**config.mk**
```make
export PLATFORM = sky130hd
export DESIGN_NAME = dbc_cell
export DESIGN_NICKNAME = d
export VERILOG_FILES = /design/src/sv/dbc_pkg.sv /design/src/sv/dbc_cell.sv
export SDC_FILE = /design/constraint.sdc
export NUM_CORES = 1
export LEC_CHECK = 0
export ABC_AREA = 1
export BUFFER_PORTS_ARGS = -buffer_cell sky130_fd_sc_hd__clkbuf_2
export CELL_PAD_IN_SITES_DETAIL_PLACEMENT = 1
export CELL_PAD_IN_SITES_GLOBAL_PLACEMENT = 1
export CORE_MARGIN = 4
export CORE_UTILIZATION = 43
export CTS_BUF_LIST = sky130_fd_sc_hd__clkbuf_8
export DETAILED_ROUTE_END_ITERATION = 8
export PLACE_DENSITY = 0.95
export SYNTH_ARGS = -nofsm -noshare
export SYNTH_HDL_FRONTEND = slang
export SYNTH_SLANG_ARGS = --single-unit
```
**constraint.sdc**
```tcl
create_clock -name i_clk -period 13.1 [get_ports i_clk]
set_input_delay 1.965 -clock i_clk [delete_from_list [all_inputs] [get_ports i_clk]]
set_output_delay 1.965 -clock i_clk [all_outputs]
set_load 0.01 [all_outputs]
```
**src/sv/dbc_pkg.sv**
```systemverilog
`default_nettype none
package dbc_pkg;

    localparam int POS_W  = 16;
    localparam int ACC_W  = 15;
    localparam int ID_W   = 8;
    localparam int CL_W   = 12;
    localparam int ADDR_W = 4;
    localparam int DATA_W = 32;

    localparam logic [1:0] REG_MERGE   = 2'd0;
    localparam logic [1:0] REG_LAT_ACC = 2'd1;
    localparam logic [1:0] REG_FWD_ACC = 2'd2;

    localparam logic             MERGE_RST = 1'b1;
    localparam logic [ACC_W-1:0] ACC_RST   = 15'd100;

    typedef struct packed {
        logic             merge;
        logic [ACC_W-1:0] lat_acc;
        logic [ACC_W-1:0] fwd_acc;
    } t_cfg;

    typedef struct packed {
        logic                    merge;
        logic [ACC_W-1:0]        lat_acc;
        logic [ACC_W-1:0]        fwd_acc;
        logic signed [POS_W-1:0] fwd;
        logic signed [POS_W-1:0] lat;
    } t_query;

    typedef struct packed {
        logic            act;
        logic            found;
        logic [CL_W-1:0] best;
    } t_token;

    typedef struct packed {
        logic                    en;
        logic [CL_W-1:0]         idx;
        logic signed [POS_W-1:0] fwd;
        logic signed [POS_W-1:0] lat;
        logic [CL_W-1:0]         cl;
    } t_wr;

endpackage
`default_nettype wire

```
**src/sv/dbc_cell.sv**
```systemverilog
`default_nettype none
module dbc_cell #(
    parameter int INDEX = 0,
    parameter int IDX_W = 8
) (
    input  wire logic            i_clk,
    input  wire logic            i_rst_n,
    input  wire dbc_pkg::t_query i_query,
    input  wire dbc_pkg::t_wr    i_wr,
    input  wire logic            i_kill,
    input  wire dbc_pkg::t_token i_tok,
    output dbc_pkg::t_token      o_tok
);
    import dbc_pkg::*;

    logic signed [POS_W-1:0] r_fwd;
    logic signed [POS_W-1:0] r_lat;
    logic [IDX_W-1:0]        r_cl;
    t_token                  r_tok;
    t_token                  n_tok;

    logic signed [POS_W:0] w_dlat;
    logic signed [POS_W:0] w_dfwd;
    logic signed [POS_W:0] w_wlat;
    logic signed [POS_W:0] w_wfwd;
    logic                  w_hit;
    logic [CL_W-1:0]       w_cl;

    // member store: written when a stored detection takes this slot
    always_ff @(posedge i_clk) begin
        if (i_wr.en && i_wr.idx == CL_W'(INDEX)) begin
            r_fwd <= i_wr.fwd;
            r_lat <= i_wr.lat;
            r_cl  <= i_wr.cl[IDX_W-1:0];
        end
    end

    // strict window test on both axes
    assign w_dlat = {i_query.lat[POS_W-1], i_query.lat} - {r_lat[POS_W-1], r_lat};
    assign w_dfwd = {i_query.fwd[POS_W-1], i_query.fwd} - {r_fwd[POS_W-1], r_fwd};
    assign w_wlat = $signed({2'b00, i_query.lat_acc});
    assign w_wfwd = $signed({2'b00, i_query.fwd_acc});
    assign w_hit  = i_query.merge
                 && (w_dlat < w_wlat) && (w_dlat > -w_wlat)
                 && (w_dfwd < w_wfwd) && (w_dfwd > -w_wfwd);
    assign w_cl   = CL_W'(r_cl);

    always_comb begin
        n_tok       = i_tok;
        n_tok.act   = i_tok.act && !i_kill;
        if (i_tok.act && w_hit) begin
            n_tok.found = 1'b1;
            if (!i_tok.found || w_cl < i_tok.best) begin
                n_tok.best = w_cl;
            end
        end
    end

    always_ff @(posedge i_clk) begin
        if (!i_rst_n) begin
            r_tok.act <= 1'b0;
        end else begin
            r_tok.act <= n_tok.act;
        end
        r_tok.found <= n_tok.found;
        r_tok.best  <= n_tok.best;
    end

    assign o_tok = r_tok;

endmodule
`default_nettype wire

```
; ---- Word-level counts from Yosys, hierarchy flattened
; Index checks and enable logic that the tools add are counted.
[op_classes]
n_div = 0
shift = 0
eq_ne = 0
mux = 2
addsub = 4
n_lt_le_gt_ge = 5
n_reduce_logical = 11
n_mul = 0
bitwise_logic = 0
[ops]
columns = op, n
row1 = $gt 17x17->1, 2
row2 = $lt 17x16->1, 2
row3 = $neg 15->17, 2
row4 = $sub 16x16->17, 2
row5 = $mux 12, 2
row6 = $logic_not 12->1, 1
row7 = $lt 8x12->1, 1
row8 = $logic_and 1x1->1, 7
row9 = $logic_not 1->1, 2
row10 = $logic_or 1x1->1, 1
[totals]
memories = 0
ramBits = 0
latch_bits = 0
out_inout_bits = 14
mem_bits_ro = 0
register_bits = 54

; ---- Longest topological paths before layout
[logic_depth]
depth_word = 8
depth_mapped = 27
depth_no_buf = 27

; ---- Worst setup path before layout
; OpenSTA, ideal clock, no wires.
[synth_path]
path_kind = in2reg
start = in i_wr[47] in the netlist's numbering
end = reg r_cl[0] (enable)
path_slack_ns = 6.256
t_required_ns = 12.559
path_stages = 2
setup_time_ns = 0.541
arrival_time_ns = 6.303
path_cell_list = or4_1 nor4_1
[synth_via]
elab_chain_len = 2
[synth_lines]
columns = element, line
row1 = "start, declared", dbc_cell.sv:9  ; input wire dbc_pkg::t_wr i_wr,
row2 = $logic_not 12->1, dbc_cell.sv:31  ; if (i_wr.en && i_wr.idx == CL_W'(INDEX)) begin
row3 = $logic_and 1x1->1, dbc_cell.sv:31
row4 = "end signal, assigned", dbc_cell.sv:34  ; r_cl <= i_wr.cl[IDX_W-1:0];
row5 = "end, declared", dbc_cell.sv:18  ; logic [IDX_W-1:0] r_cl;
; Every way passes these cells.
; A chain may end at the register's enable or synchronous reset.

==> results.ini <==
[run_status]
outcome = complete, no violations

[logic_synthesis]
synthCells = 722
synthesis.nets = 960
syn_area_per_cell_um2 = 7.83
yosysSeqAreaShare = 0.262
ys_warn_count = 0
synth_cell_types = 43
yosys-top-cells-area = ha_1 22%, edfxtp_1 21%, nand2_1 8.5%
synth_flop_cell = edfxtp_1
ys_ff_latch = 54
yosysTopAreaCellShare = 0.219
async_flop_share = 0
synth_edf_count = 40
netlist_area_um2 = 5650
synth_top_area_cell = ha_1

[sta]
fin_crit_sh = 0.445
max_freq_mhz = 172
relSlewSlack = 0.638
hold_viol = 0
postLayoutSetupSlackWorst_ns = 7.28
worst_pin_slew_ns = 0.543
slew_violations = 0
skew_ns = 0.0141
fin_crit_ns = 5.82
setup_viol = 0
final.setup.tns_ns = 0
rsz0062_at_grt = no

[critical_path]
crit_type = in2reg
cp-end-kind = flip-flop
cp_cell_sequence = clkbuf_2 > inv_1 > ha_1 > inv_1 > fa_1 > nand3_1 > nand2_1 > nand3_1 > o2111ai_1 > nand3_1 > nand2_1 > xor2_1 > ha_1 > nand2_1 > nor4_1 > nand4_1 > nand3_1 > o21bai_1 > a21oi_1 > nand2_2 > nor2_4 > nand2_2 > nand2_1 > nand2_1
cp-start-kind = input port
critical_path.max_fanout = 13
crit_path_frequent_cell = nand2_1
critPathMaxStageDelay_ns = 0.42
crit_path_top_delay_cell = nor4_1
cp_num_buf_inv = 3
critPathRequiredTime_ns = 13.33
crit_arrival_ns = 6.05
cp_top_family = simple AND/OR/NAND/NOR gates

[place]
dp_cells = 1038
numPortBuffers = 146
hpwl_mm = 14.2
dp_slack_ns = 6.95
place.gp.congestion = 0.872

[detailed_routing]
num_vias = 5448
first_pass_iters = 4
post_drt_wl_per_cell_um = 15.5
drc = 0
vias_per_cell = 5.21
final_antenna_net_count = 0
drt_wl_total_mm = 16.2
drt_iter0_drc = 165

[clock_tree]
cts_resized = 0
cts_tree = yes
clk_pin_slew_worst_paths_ns = 0.11
htree_num_levels = 2
clk_latency_ns = 0.33
cts_root_buffer = clkbuf_8
post_cts_buffers = 0
clockBufferDepth = 2
cts_hold_buf = 0
cts_buffers = 5
cts.sinks = 54

[floorplanning]
rows = 41
fp.dieH_um = 123
coreArea_um2 = 12700
ioPinCount = 151
dieWidth_um = 123
start_util = 0.444
dieArea_um2 = 15000

[finish]
drive_gt1_frac = 0.222
final-seq-area_um2 = 1480
area_growth_pct = 18.7
fill_cells = 1676
num_antenna_cells = 0
fin_cells = 1046
multi_input_area_um2 = 3680
fin_nets = 1111

[flow_run]
max-cap-violations = 0

[min_path]
hp-class = reg2reg

[grt]
grt_usage = 0.219
grt_pass1_vias = 5901
grt_pass1_wl_mm = 26.3
overflow = 0
antenna_found_initial = 0
grt_max_degree = 41

[power]
power_leakage_nw = 3.54
vdd_drop_max_mv = 0.0880
powerDensity_nw_per_um2 = 70.9

## Yosys cell counts, types with 2 or more instances
library cell / number
o2111ai_1: 2
a21boi_2: 2
nor2_4: 2
nor2_2: 4
nand3_2: 13
o21ai_1: 2
xor2_1: 44
nand3_1: 41
nor4_1: 4
nand4_1: 16
a31oi_1: 5
o21bai_1: 5
nor2_1: 46
fa_1: 2
buf_6: 2
nand2_2: 8
a21boi_0: 3
o21ai_0: 22
xnor2_1: 5
a21oi_1: 53
nor3_1: 13
ha_1: 99
inv_2: 3
inv_1: 124
edfxtp_1: 40
nand2_1: 128
nand3b_1: 2
dfxtp_1: 14
o31ai_1: 4
## cell usage in the layout, fill, tap and decap left out, types with 16 or more instances in the layout
cell type / count
clkbuf_2: 146
nand2_1: 128
inv_1: 124
ha_1: 99
a21oi_1: 53
nor2_1: 46
xor2_1: 44
nand3_1: 41
edfxtp_1: 40
o21ai_0: 22
nand4_1: 16
## flip-flops by register name (all words and copies together) (netlist names)
register and cells:
o_tok 14, r_lat 16, r_fwd 16, r_cl 8
## cell families (layout without fill, tap and decap cells)
family          Yosys count  in the layout  synth area share
compound gates          106            106             0.110
flops                    54             54             0.262
xor+xnor                 50             50            0.0788
mux                       1              1           0.00199
buf+inv                 130            282            0.0890
simple gates            280            280             0.233
fa+ha+maj               101            101             0.226
## final timing paths
path         depth (start not counted)        start  slack [ns]  endpoint
max                                 24  i_query[16]        7.28  o_tok[2]
min                                  3      r_cl[0]        0.64  o_tok[0]
max reg2reg                         24     r_fwd[4]        8.62  o_tok[2]
min reg2reg                          3      r_cl[0]        0.64  o_tok[0]
## final cells by class
class | count | area share
Timing Repair Buffer | 147 | 0.110
Tap cell | 172 | 0.0321
Multi-Input combinational cell | 538 | 0.548
Sequential cell | 54 | 0.221
Clock buffer | 6 | 0.0123
Clock inverter | 2 | 0.00578
Inverter | 127 | 0.0711
## per-stage QoR
stage	total power, W	area, um^2	util	hold slack (ns)
after floorplan	0.000294	5650	-	0.579
after global routing	0.000512	6710	0.527	0.693
after detailed placement	0.000353	6590	0.518	0.619
after global placement	0.000342	6590	0.518	0.596
after CTS	0.000483	6710	0.527	0.644
final	0.000476	6710	0.527	0.643
## layer usage
metal / GRT usage / up-vias / wire, um
li1: - / 2728 / -
met1: 0.244 / 2541 / 6550
met2: 0.413 / 144 / 8410
met3: 0.0442 / 35 / 806
met4: 0.0728 / 0 / 422
met5: 0 / - / 0
## where the power goes
part / internal (W) / leakage (nW) / switching (W) / total [W]
clock: 0.0000631 / 0.0618 / 0.0000627 / 0.000126
combinational: 0.0000663 / 3.00 / 0.0000964 / 0.000163
sequential: 0.000186 / 0.477 / 0.00000105 / 0.000187
## worst reg2reg max path: cells and delay by family, from the launching register on
family,cells,cell delay [ns]
AOI/OAI and AO/OA,5,0.69
xor gates and xnor gates,1,0.18
adders and majority gates,2,0.71
buffers and inverters,1,0.04
DFF,1,0.34
and+or+nand+nor,15,2.42
(Power assumes the default switching activity.)
