`config.mk`:
```
export PLATFORM = sky130hd
export DESIGN_NAME = dbc_cfg
export DESIGN_NICKNAME = d
export VERILOG_FILES = /design/src/sv/dbc_pkg.sv /design/src/sv/dbc_cfg.sv
export SDC_FILE = /design/constraint.sdc
export NUM_CORES = 1
export LEC_CHECK = 0
export BUFFER_PORTS_ARGS = -buffer_cell sky130_fd_sc_hd__buf_2
export CORE_MARGIN = 5
export CORE_UTILIZATION = 44
export DETAILED_ROUTE_END_ITERATION = 10
export PLACE_DENSITY = 0.84
export RECOVER_POWER = 25
export SYNTH_ARGS = -nofsm -noshare
export SYNTH_HDL_FRONTEND = slang
export SYNTH_SLANG_ARGS = --single-unit
```
`constraint.sdc`:
```
create_clock -name i_clk -period 1.5 [get_ports i_clk]
set_input_delay 0.15 -clock i_clk [delete_from_list [all_inputs] [get_ports i_clk]]
set_output_delay 0.15 -clock i_clk [all_outputs]
set_load 0.01 [all_outputs]
```
`src/sv/dbc_pkg.sv`:
```
`default_nettype none
package dbc_pkg;

    localparam int POS_W  = 16;
    localparam int ACC_W  = 15;
    localparam int ID_W   = 8;
    localparam int CL_W   = 12;
    localparam int ADDR_W = 4;
    localparam int DATA_W = 32;

    localparam logic [1:0] REG_MERGE   = 2'd0;
    localparam logic [1:0] REG_LAT_ACC = 2'd1;
    localparam logic [1:0] REG_FWD_ACC = 2'd2;

    localparam logic             MERGE_RST = 1'b1;
    localparam logic [ACC_W-1:0] ACC_RST   = 15'd100;

    typedef struct packed {
        logic             merge;
        logic [ACC_W-1:0] lat_acc;
        logic [ACC_W-1:0] fwd_acc;
    } t_cfg;

    typedef struct packed {
        logic                    merge;
        logic [ACC_W-1:0]        lat_acc;
        logic [ACC_W-1:0]        fwd_acc;
        logic signed [POS_W-1:0] fwd;
        logic signed [POS_W-1:0] lat;
    } t_query;

    typedef struct packed {
        logic            act;
        logic            found;
        logic [CL_W-1:0] best;
    } t_token;

    typedef struct packed {
        logic                    en;
        logic [CL_W-1:0]         idx;
        logic signed [POS_W-1:0] fwd;
        logic signed [POS_W-1:0] lat;
        logic [CL_W-1:0]         cl;
    } t_wr;

endpackage
`default_nettype wire

```
`src/sv/dbc_cfg.sv`:
```
`default_nettype none
module dbc_cfg (
    input  wire logic                         i_clk,
    input  wire logic                         i_rst_n,
    input  wire logic                         psel,
    input  wire logic                         penable,
    input  wire logic                         pwrite,
    input  wire logic [dbc_pkg::ADDR_W-1:0]   paddr,
    input  wire logic [dbc_pkg::DATA_W-1:0]   pwdata,
    output logic      [dbc_pkg::DATA_W-1:0]   prdata,
    output logic                              pready,
    output dbc_pkg::t_cfg                     o_cfg
);
    import dbc_pkg::*;

    t_cfg       r_cfg;
    logic [1:0] w_idx;

    assign w_idx  = paddr[3:2];
    assign pready = 1'b1;
    assign o_cfg  = r_cfg;

    always_ff @(posedge i_clk) begin
        if (!i_rst_n) begin
            r_cfg.merge   <= MERGE_RST;
            r_cfg.lat_acc <= ACC_RST;
            r_cfg.fwd_acc <= ACC_RST;
        end else if (psel && penable && pwrite) begin
            case (w_idx)
                REG_MERGE:   r_cfg.merge   <= pwdata[0];
                REG_LAT_ACC: r_cfg.lat_acc <= pwdata[ACC_W-1:0];
                REG_FWD_ACC: r_cfg.fwd_acc <= pwdata[ACC_W-1:0];
                default: ;
            endcase
        end
    end

    always_comb begin
        case (w_idx)
            REG_MERGE:   prdata = DATA_W'(r_cfg.merge);
            REG_LAT_ACC: prdata = DATA_W'(r_cfg.lat_acc);
            REG_FWD_ACC: prdata = DATA_W'(r_cfg.fwd_acc);
            default:     prdata = '0;
        endcase
    end

endmodule
`default_nettype wire

```
### After elaboration in Yosys (flattened, before gate mapping)

Index checks and enable logic that the tools add are counted.
Widths: inputs -> output; s select.

* multiplexer cells: 1
* reduce and logical (&&, ||, !) cells: 6
* equal/unequal tests: 2

Operators with widths (count)
* $pmux 15 s3: 1
* $reduce_and 2->1: 3
* $eq 2x1->1 const B: 1
* $eq 2x2->1 const B: 1
* $logic_and 1x1->1: 2
* $logic_not 2->1: 1

* output and inout port bits: 64
* word-level logic and storage cells: 12
* register bits: 31
* input port bits: 41

### Depth between registers and ports, before layout

Gate-level depths: netlist of run 1.

* depth after elaboration: 3
* mapped depth: 5
* gate-level depth less buffers: 3

### Worst setup path after synthesis of run 1

OpenSTA, ideal clock, no wires.

* path kind: input to register
* start: in i_rst_n
* end: reg r_cfg (netlist bit o_cfg[17])
* stages: 4
* setup slack: 544 ps
* required time: 1367 ps
* path buffers: 2
* library setup time: 133 ps
* arrival time: 823 ps
* cells stage by stage: clkbuf_1 clkbuf_1 nor2b_1 mux2i_1

RTL lines
* start: declaration: line dbc_cfg.sv:4 `input wire logic i_rst_n,`
* end: declaration: line dbc_cfg.sv:16 `t_cfg r_cfg;`

### Final worst setup path of run 1

* start: reg r_cfg (netlist bit o_cfg[15])
* end: out prdata[0] in the netlist's numbering

* longest elaborated chain between the ends: 1

RTL lines
* $pmux 15 s3: line dbc_cfg.sv:39 `case (w_idx)`
* end: declaration: line dbc_cfg.sv:10 `output logic [dbc_pkg::DATA_W-1:0] prdata,`

No other way between the ends.

==> summary.md, run 1 <==
| Metric | Value |
|---|---|
| Final setup violation count | `0` |
| Cell variety after synth | `19` |
| Final Hold Vio Count | `0` |
| Dpl cells | `271` |
| Final core occ | `56.7%` |
| Max H-tree Level | `2` |
| Multi-input gate area | `779 um^2` |
| Worst clock skew | `0 ns` |
| Die area | `4810 um^2` |
| # port buffers | `67` |
| CTS tree | `yes` |
| DR WL/cell | `13.3 um` |
| Hold-critical path depth | `3` |
| Worst Path Required | `approximately 1.4 ns` |
| Max FFs per register | `31` |
| Gp weighted congestion | `0.712` |
| Fin cells | `around 280` |
| Clock latency at the later pin of the worst-skew pair | `about 0.32 ns` |
| Reg2Reg Depth | `3` |
| Hold-fix buffers, CTS | `0` |
| Maximum number of pins on one net before global-route repair | `20` |
| Yosys reg bits | `31` |
| Crit path launch type | `flop` |
| Critical path origin | `o_cfg[15]` |
| P per Cell Area | `822 nW/um^2` |
| Hold path start | `pwdata[10]` |
| Syn Inst Count | `164` |
| Antenna violations before repair | `0` |
| GRT Resource Usage Total | `between 10% and 20%` |
| Share of post-route cells with drive strength above 1 | `35.2%` |
| Area growth syn-to-layout | `22.9%` |
| CTS resizes | `0` |
| DRC viols | `0` |
| Crit-path max FO | `3` |
| Gr ovfl total | `0` |
| First-pass GRT wire length | `6010 um` |
| Slew headroom | `53.4%` |
| Ant. Diodes | `0` |
| Worst-path cell with the longest stage delay | `dfxtp_1` |
| DR vias | `1299` |
| Post-CTS setup buffers | `0` |
| Vias in the first global route | `1297` |
| Max Slew Vio Count | `0` |
| Unrepaired setup endpoints after global routing | `no` |
| I/O pin total | `105` |
| Minimum clock period | `1.19 ns` |
| Crit path max-delay family | `flip-flops` |
| Peak VDD IR | `~0.5 mV` |
| Outcome | `completed` |
| Leakage | `about 1 nW` |
| Worst-path cell chain | `mux2i_1, o21ai_0, buf_2` |
| Core Area | `between 3000 and 4000 um^2` |
| Die H | `around 69 um` |
| R2R Setup Slk | `between 0.8 and 0.9 ns` |
| Worst slew pin tran | `0.699 ns` |
| Initial core utilization | `between 40% and 50%` |
| Clock slew at reported path FFs | `0.09 ns` |
| WP depth | `3` |
| WS Path Type | `flop to primary output` |
| # rows | `21` |
| Ys Warns | `0` |
| Register Area | `621 um^2` |
| Setup TNS Final | `0 ns` |
| Max clock buf depth | `2` |
| CP peak stage delay | `0.37 ns` |
| DRT Wirelength | `3720 um` |
| Post-Syn Area | `1550 um^2` |
| NumNets Final | `273` |
| Post-layout power | `approximately 1.6 mW` |
| Worst min path class | `input pin to flop` |
| Sequential share of the synthesized area | `between 30% and 40%` |
| Post-route ant nets | `0` |
| DR pass1 iterations | `4` |
| Clock Sinks | `31` |
| Period Utilization, post-route | `79.1%` |
| Chip width | `69.4 um` |
| Max Cap Violations | `0` |
| Commonest non-fill, non-tap cells in the layout | `67 x buf_2, 37 x nand2_1, 31 x mux2i_1, 31 x dfxtp_1, 18 x conb_1` |
| FILL cells | `358` |
| Achievable Freq | `about 840 MHz` |
| Worst R2R Start | `o_cfg[30]` |
| Root Buffer | `clkbuf_4` |
| CP arrival | `1.04 ns` |
| Vias per Instance | `4.66` |
| CTS buffer count | `5` |
| Starting DRC count in detailed routing | `60` |
| Worst Hold End | `o_cfg[25]` |
| Avg Inst Size Synth | `roughly 9.5 um^2` |
| R2r endpoint | `o_cfg[30]` |
| Buf+Inv Stages, Crit Path | `1` |
| Commonest non-fill, non-tap cell in the layout | `buf_2` |
| CP Capture Type | `primary output` |
| DP Wirelength | `2810 um` |
area by class of cell:
type / count / share of cell area, %
Clock buffer: 8 / 3.61
Inverter: 1 / 0.197
Multi-Input combinational cell: 120 / 40.9
Sequential cell: 31 / 32.5
Tap cell: 46 / 3.02
Timing Repair Buffer: 73 / 19.8
cell families after synthesis:
group | synth area share (%)
buffers and inverters | 12.3
AND/OR/NAND/NOR | 18.1
multiplexers | 20.0
AO/OA/AOI/OAI | 9.11
flip-flops | 40.0
other | 0.484
layer usage:
metal / global-route usage (%) / share of wire [%]
met4: 5.21 / 0.73
met1: 16.3 / 42
met3: 4.93 / 7.3
met5: 0 / 0
met2: 28.3 / 50
tightest hold or removal path: cells and delay by family:
family / cells / cell delay (ns)
multiplexers: 1 / 0.06
AND/OR/NAND/NOR: 1 / 0.06
buffers and inverters: 1 / 0.09
worst max path at each step:
stage                           end  slack, ns
after floorplan           o_cfg[17]       0.54
after global placement    o_cfg[26]       0.22
after detailed placement  o_cfg[21]       0.19
after CTS                 prdata[0]       0.28
after global routing      o_cfg[13]       0.21
final                     prdata[0]       0.31
cells in the mapped netlist:
| cell type | count | area (um^2) |
|---|---|---|
| nor3b_1 | 1 | 7.51 |
| inv_1 | 1 | 3.75 |
| dfxtp_1 | 31 | 621 |
| nor2b_1 | 10 | 62.6 |
| nor4_1 | 1 | 6.26 |
| buf_2 | 2 | 10.0 |
| nand3_2 | 1 | 10.0 |
| o31a_1 | 1 | 8.76 |
| conb_1 | 2 | 7.51 |
| clkbuf_1 | 5 | 18.8 |
| o21ai_0 | 2 | 10.0 |
| buf_4 | 21 | 158 |
| a22o_1 | 14 | 123 |
| nand4_1 | 1 | 6.26 |
| nor3b_4 | 1 | 18.8 |
| nand4_4 | 1 | 21.3 |
| nand2_1 | 37 | 139 |
| mux2i_1 | 31 | 310 |
| and2b_4 | 1 | 10.0 |
stage by stage:
step           instance area, um^2  setup WS [ns]  hold slack, ns
3_5_place_dp                  1870          0.188           0.426
2_1_floorplan                 1610          0.544           0.312
5_1_grt                       1910          0.210          0.0766
6_report                      1910          0.314          0.0955
4_1_cts                       1940          0.276          0.0767
3_3_place_gp                  1870          0.222           0.410
report_power, final:
part	leakage (nW)	switching [mW]	internal, mW
combinational	0.707	0.113	0.0726
sequential	0.251	0.00762	0.833
clock	0.0386	0.265	0.276
total	0.996	0.386	1.18
Note: power is estimated with default switching activity, not from simulation.
==> run 2, diff against run 1 <==
CORE_UTILIZATION = 37   (was 44)
PLACE_DENSITY = 0.75   (was 0.84)
clock period = 1 ns   (was 1.5 ns; I/O delays follow)
==> summary.md, run 2 (synthesis results as in run 1) <==
| Metric | Value |
|---|---|
| Starting DRC count in detailed routing | `43 (-28%)` |
| Worst clock skew | `0 ns (unchanged)` |
| Root Buffer | `clkbuf_8` |
| Fin cells | `307 (+10%)` |
| Die H | `74.8 um (+7.7%)` |
| DRC viols | `0 (unchanged)` |
| P_int | `1.90 mW (+61%)` |
| CTS tree | `yes` |
| CP arrival | `0.98 ns (-0.06 ns)` |
| Clock slew at reported path FFs | `0.06 ns (-0.03 ns)` |
| DR vias | `1386 (+6.7%)` |
| Commonest non-fill, non-tap cells in the layout | `66 x buf_2, 37 x nand2_1, 31 x mux2i_1, 24 x dfxtp_2, 22 x buf_4` |
| Min Hold Slack | `0.0875 ns (-0.00794 ns)` |
| # port buffers | `67 (unchanged)` |
| Gp weighted congestion | `0.704 (-1.2%)` |
| Sequential share of power | `50.2% (-3.4 points)` |
| CP Capture Type | `primary output` |
| Initial core utilization | `38.5% (-7.6 points)` |
| Reg2Reg Depth | `3 (unchanged)` |
| Peak VDD IR | `0.719 mV (+44%)` |
| Max clock buf depth | `2 (unchanged)` |
| Post-route ant nets | `0 (unchanged)` |
| P per Cell Area | `1140 nW/um^2 (+39%)` |
| CTS buffer count | `5 (unchanged)` |
| Worst min path class | `input pin to flop` |
| Worst Hold End | `o_cfg[14]` |
| Crit-path max FO | `6 (+3)` |
| Final setup violation count | `15 (+15)` |
| Chip width | `74.8 um (+7.7%)` |
| Final Hold Vio Count | `0 (unchanged)` |
| Worst R2R Start | `o_cfg[20]` |
| R2r endpoint | `o_cfg[20]` |
| Max FFs per register | `31 (unchanged)` |
| DRT Wirelength | `4130 um (+11%)` |
| Minimum clock period | `1.08 ns` |
| Setup ws final | `-0.0753 ns (-0.390 ns)` |
| Dpl cells | `287 (+5.9%)` |
| Clock latency at the later pin of the worst-skew pair | `0.27 ns (-0.05 ns)` |
| Final core occ | `54.8% (-1.9 points)` |
| Clk pwr share | `36.0% (+1.5 points)` |
| Worst Path Required | `0.90 ns (-0.45 ns)` |
| GRT Resource Usage Total | `15.2% (-0.20 points)` |
| Clock Sinks | `31 (unchanged)` |
| R2R Setup Slk | `0.26 ns (-0.57 ns)` |
| Hold path start | `pwdata[14]` |
| Die area | `5590 um^2 (+16%)` |
| Share of post-route cells with drive strength above 1 | `49.8% (+15 points)` |
| Area growth syn-to-layout | `42.2%` |
| Achievable Freq | `930 MHz` |
| Crit path launch type | `input pin` |
| Antenna violations before repair | `0 (unchanged)` |
| Max Cap Violations | `0 (unchanged)` |
| Combinational share of power | `13.8% (+2.0 points)` |
| Setup TNS Final | `-0.955 ns (-0.955 ns)` |
| Maximum number of pins on one net before global-route repair | `28 (+40%)` |
| First-pass GRT wire length | `6430 um (+7.0%)` |
| Hold-fix buffers, CTS | `0 (unchanged)` |
| Net Sw Frac | `24.6% (-0.072 points)` |
| Post-layout power | `2.52 mW (+61%)` |
| DR pass1 iterations | `4 (unchanged)` |
| Period Utilization, post-route | `108%` |
| Gr ovfl total | `0 (unchanged)` |
| Max Slew Vio Count | `0 (unchanged)` |
| DR WL/cell | `13.4 um (+0.67%)` |
| Psw | `0.619 mW (+60%)` |
| I/O pin total | `105 (unchanged)` |
| FILL cells | `379 (+5.9%)` |
| Core Area | `4030 um^2 (+20%)` |
| Vias in the first global route | `1388 (+7.0%)` |
| Post-route cell area | `2210 um^2 (+16%)` |
| NumNets Final | `297 (+8.8%)` |
| Max H-tree Level | `2 (unchanged)` |
| DP Wirelength | `3120 um (+11%)` |
| Commonest non-fill, non-tap cell in the layout | `buf_2` |
| Post-placement setup slack | `-0.113 ns (-0.300 ns)` |
| Leakage | `1.15 nW (+16%)` |
| Vias per Instance | `4.51 (-3.0%)` |
| Unrepaired setup endpoints after global routing | `yes` |
| Outcome | `finished with violations` |
| WS Path Type | `input pin to primary output` |
| Ant. Diodes | `0 (unchanged)` |
| Hold-critical path depth | `3 (unchanged)` |
| # rows | `23 (+9.5%)` |
| Failing checks | `setup timing` |
| DP Area | `2030 um^2 (+8.4%)` |
-- run 2: changes by cell type in the layout (fill, tap and decap cells not counted), moves of 3 or more --
cell	delta
clkbuf_4	-5
dfxtp_2	+24
buf_12	+5
buf_4	+17
clkbuf_8	+3
dfxtp_1	-24
-- run 2: how the worst max path moves through the flow --
stage,start,end,slack [ns],cells after the start
2_1_floorplan,i_rst_n,o_cfg[17],0.09,4
3_5_place_dp,paddr[2],o_cfg[0],-0.11,5
5_1_grt,o_cfg[15],prdata[0],-0.12,3
4_1_cts,o_cfg[15],prdata[0],-0.07,3
6_report,paddr[2],prdata[5],-0.08,5
3_3_place_gp,paddr[3],o_cfg[20],-0.09,5
-- run 2: what timing repair did --
action                     CTS  global route
setup endpoints to repair   15            16
pin swaps                    0             2
buffers inserted            11             1
resized for setup           22             4
-- run 2: final cells by class --
cell class                      count  area (um^2)  area share (%)
Tap cell                           50         62.6            2.84
Clock buffer                        7         76.3            3.46
Multi-Input combinational cell    120          787            35.7
Timing Repair Buffer               97          621            28.1
Inverter                            1         3.75           0.170
Clock inverter                      1         5.00           0.227
Sequential cell                    31          651            29.5
-- run 2: metal layers --
| layer | vias to the layer above | share of wire (%) | GRT usage (%) |
|---|---|---|---|
| met5 | - | 0 | 0 |
| met4 | 0 | 0.34 | 4.15 |
| met3 | 2 | 6.3 | 4.14 |
| met2 | 44 | 53 | 27.7 |
| met1 | 639 | 41 | 17.3 |
| li1 | 701 | - | - |
-- run 2: critical path, stage by stage --
cell      delay (ns)
clkbuf_2        0.11
and2b_1         0.24
buf_12          0.16
a22o_1          0.22
buf_2           0.14
-- run 2: power groups by stage --
| stage | logic (mW) | clock network, mW | registers [mW] |
|---|---|---|---|
| 6_report | 0.348 | 0.908 | 1.26 |
| 5_1_grt | 0.382 | 1.03 | 1.26 |
| 4_1_cts | 0.356 | 0.946 | 1.26 |
| 3_5_place_dp | 0.345 | 0 | 1.29 |
| 3_3_place_gp | 0.339 | 0 | 1.29 |
| 2_1_floorplan | 0.214 | 0 | 1.30 |
==> run 3, diff against run 2 <==
SETUP_SLACK_MARGIN = 0.5   (was unset)
SKIP_CTS_REPAIR_TIMING = 1   (was unset)
==> summary.md, run 3 (synthesis results as in run 1) <==
| Metric | Value |
|---|---|
| Outcome | `finished with violations` |
| Failing checks | `setup timing` |
| Max H-tree Level | `2 (unchanged)` |
| Crit path launch type | `flop` |
| Setup ws final | `-0.0545 ns (+0.0208 ns)` |
| I/O pin total | `105 (unchanged)` |
| Gp weighted congestion | `0.723 (+2.7%)` |
| Vias in the first global route | `1343 (-3.2%)` |
| Peak VDD IR | `0.852 mV (+19%)` |
| DRT Wirelength | `4250 um (+2.9%)` |
| Chip width | `74.8 um (unchanged)` |
| DP Wirelength | `2910 um (-6.8%)` |
| R2r endpoint | `o_cfg[30]` |
| Clock latency at the later pin of the worst-skew pair | `0.27 ns (about the same)` |
| # rows | `23 (unchanged)` |
| CTS buffer count | `5 (unchanged)` |
| Initial core utilization | `38.5% (unchanged)` |
| Minimum clock period | `1.05 ns (-0.0208 ns)` |
| Max Cap Violations | `0 (unchanged)` |
| DRC viols | `0 (unchanged)` |
| Gr ovfl total | `0 (unchanged)` |
| Unrepaired setup endpoints after global routing | `yes` |
| Worst min path class | `input pin to flop` |
| Post-layout power | `2.61 mW (+3.6%)` |
| Commonest non-fill, non-tap cells in the layout | `42 x buf_6, 36 x nand2_1, 32 x buf_2, 31 x dfxtp_2, 30 x mux2i_1` |
| R2R Setup Slk | `0.22 ns (-0.04 ns)` |
| Share of post-route cells with drive strength above 1 | `55.3% (+5.5 points)` |
| Vias per Instance | `4.62 (+2.3%)` |
| Critical Path End | `prdata[3]` |
| # port buffers | `67 (unchanged)` |
| Period Utilization, post-route | `105% (-2.1 points)` |
| GRT Resource Usage Total | `13.8% (-1.4 points)` |
| DR vias | `1409 (+1.7%)` |
| Die area | `5590 um^2 (unchanged)` |
| Area growth syn-to-layout | `61.5%` |
| DR pass1 iterations | `4 (unchanged)` |
| Maximum number of pins on one net before global-route repair | `20 (-29%)` |
| Critical path origin | `o_cfg[18]` |
| P per Cell Area | `1040 nW/um^2 (-8.8%)` |
| Achievable Freq | `948 MHz (+2.0%)` |
| DR WL/cell | `13.9 um (+3.6%)` |
| Commonest non-fill, non-tap cell in the layout | `buf_6` |
| Die H | `74.8 um (unchanged)` |
| Max Slew Vio Count | `0 (unchanged)` |
| Crit-path max FO | `3 (-3)` |
| WS Path Type | `flop to primary output` |
| Root Buffer | `clkbuf_8` |
| Final Hold Vio Count | `0 (unchanged)` |
| Leakage | `1.21 nW (+5.1%)` |
| Reg2Reg Depth | `4 (+1)` |
| Antenna violations before repair | `0 (unchanged)` |
| Max FFs per register | `31 (unchanged)` |
| CP Capture Type | `primary output` |
| Ant. Diodes | `0 (unchanged)` |
| CTS tree | `yes` |
| Setup TNS Final | `-0.551 ns (+0.404 ns)` |
| First-pass GRT wire length | `5900 um (-8.3%)` |
| NumNets Final | `295 (-0.67%)` |
| Worst R2R Start | `o_cfg[30]` |
| Clock slew at reported path FFs | `0.06 ns (about the same)` |
| Post-route ant nets | `0 (unchanged)` |
| Clock Sinks | `31 (unchanged)` |
| Worst Path Required | `0.90 ns (about the same)` |
| Starting DRC count in detailed routing | `45 (+4.7%)` |
| Final setup violation count | `15 (unchanged)` |
| Worst clock skew | `0 ns (unchanged)` |
| Max clock buf depth | `2 (unchanged)` |
| CP arrival | `0.95 ns (-0.03 ns)` |
| Core Area | `4030 um^2 (unchanged)` |
## run 3: cell count changes in the layout (fill, tap and decap cells not counted), sizes merged
cell  change
buf       -2
## run 3: layout make-up
type                       count  area (um^2)
fill                         340         1520
clock inverter                 1         5.00
timing repair buffer          95          872
tap                           50         62.6
sequential                    31          659
multi-input combinational    120          827
inverter                       1         3.75
clock buffer                   7         76.3
## run 3: how the worst min path moves through the flow
stage,from,to,slack [ns],depth (start not counted)
after CTS,pwdata[11],o_cfg[26],0.07,3
after detailed placement,pwdata[11],o_cfg[26],0.37,3
after global placement,pwdata[6],o_cfg[21],0.36,3
after global routing,pwdata[11],o_cfg[26],0.08,3
final,pwdata[11],o_cfg[26],0.08,3
after floorplan,paddr[3],prdata[0],0.25,1
## run 3: per-stage QoR
step           cells  util [%]  instance area (um^2)  hold slack, ns  worst slack (ns)
2_1_floorplan    180         -                  1660           0.250             0.177
3_3_place_gp     287      50.9                  2050           0.361           -0.0446
3_5_place_dp     287      50.9                  2050           0.369           -0.0499
4_1_cts          295      52.9                  2130          0.0713           -0.0886
5_1_grt          305      62.2                  2510          0.0829           -0.0952
6_report         305      62.2                  2510          0.0802           -0.0545
## run 3: critical path, cell delays in order, from the launching register on
cell     delay, ns
dfxtp_2       0.34
a22o_1        0.21
buf_2         0.14
## run 3: report_power, final
group          switching, mW  total (mW)  leakage [nW]  internal (mW)
sequential            0.0146        1.27         0.259           1.25
combinational          0.198       0.415         0.909          0.217
clock                  0.439       0.926        0.0422          0.487
## run 3: metal layers
layer  track usage [%]  share of wire (%)  vias up
li1                  -                  -      701
met1              15.8                 41      647
met2              25.0                 51       52
met3              3.74                6.3        9
met4              4.15                1.9        0
met5                 0                  0        -
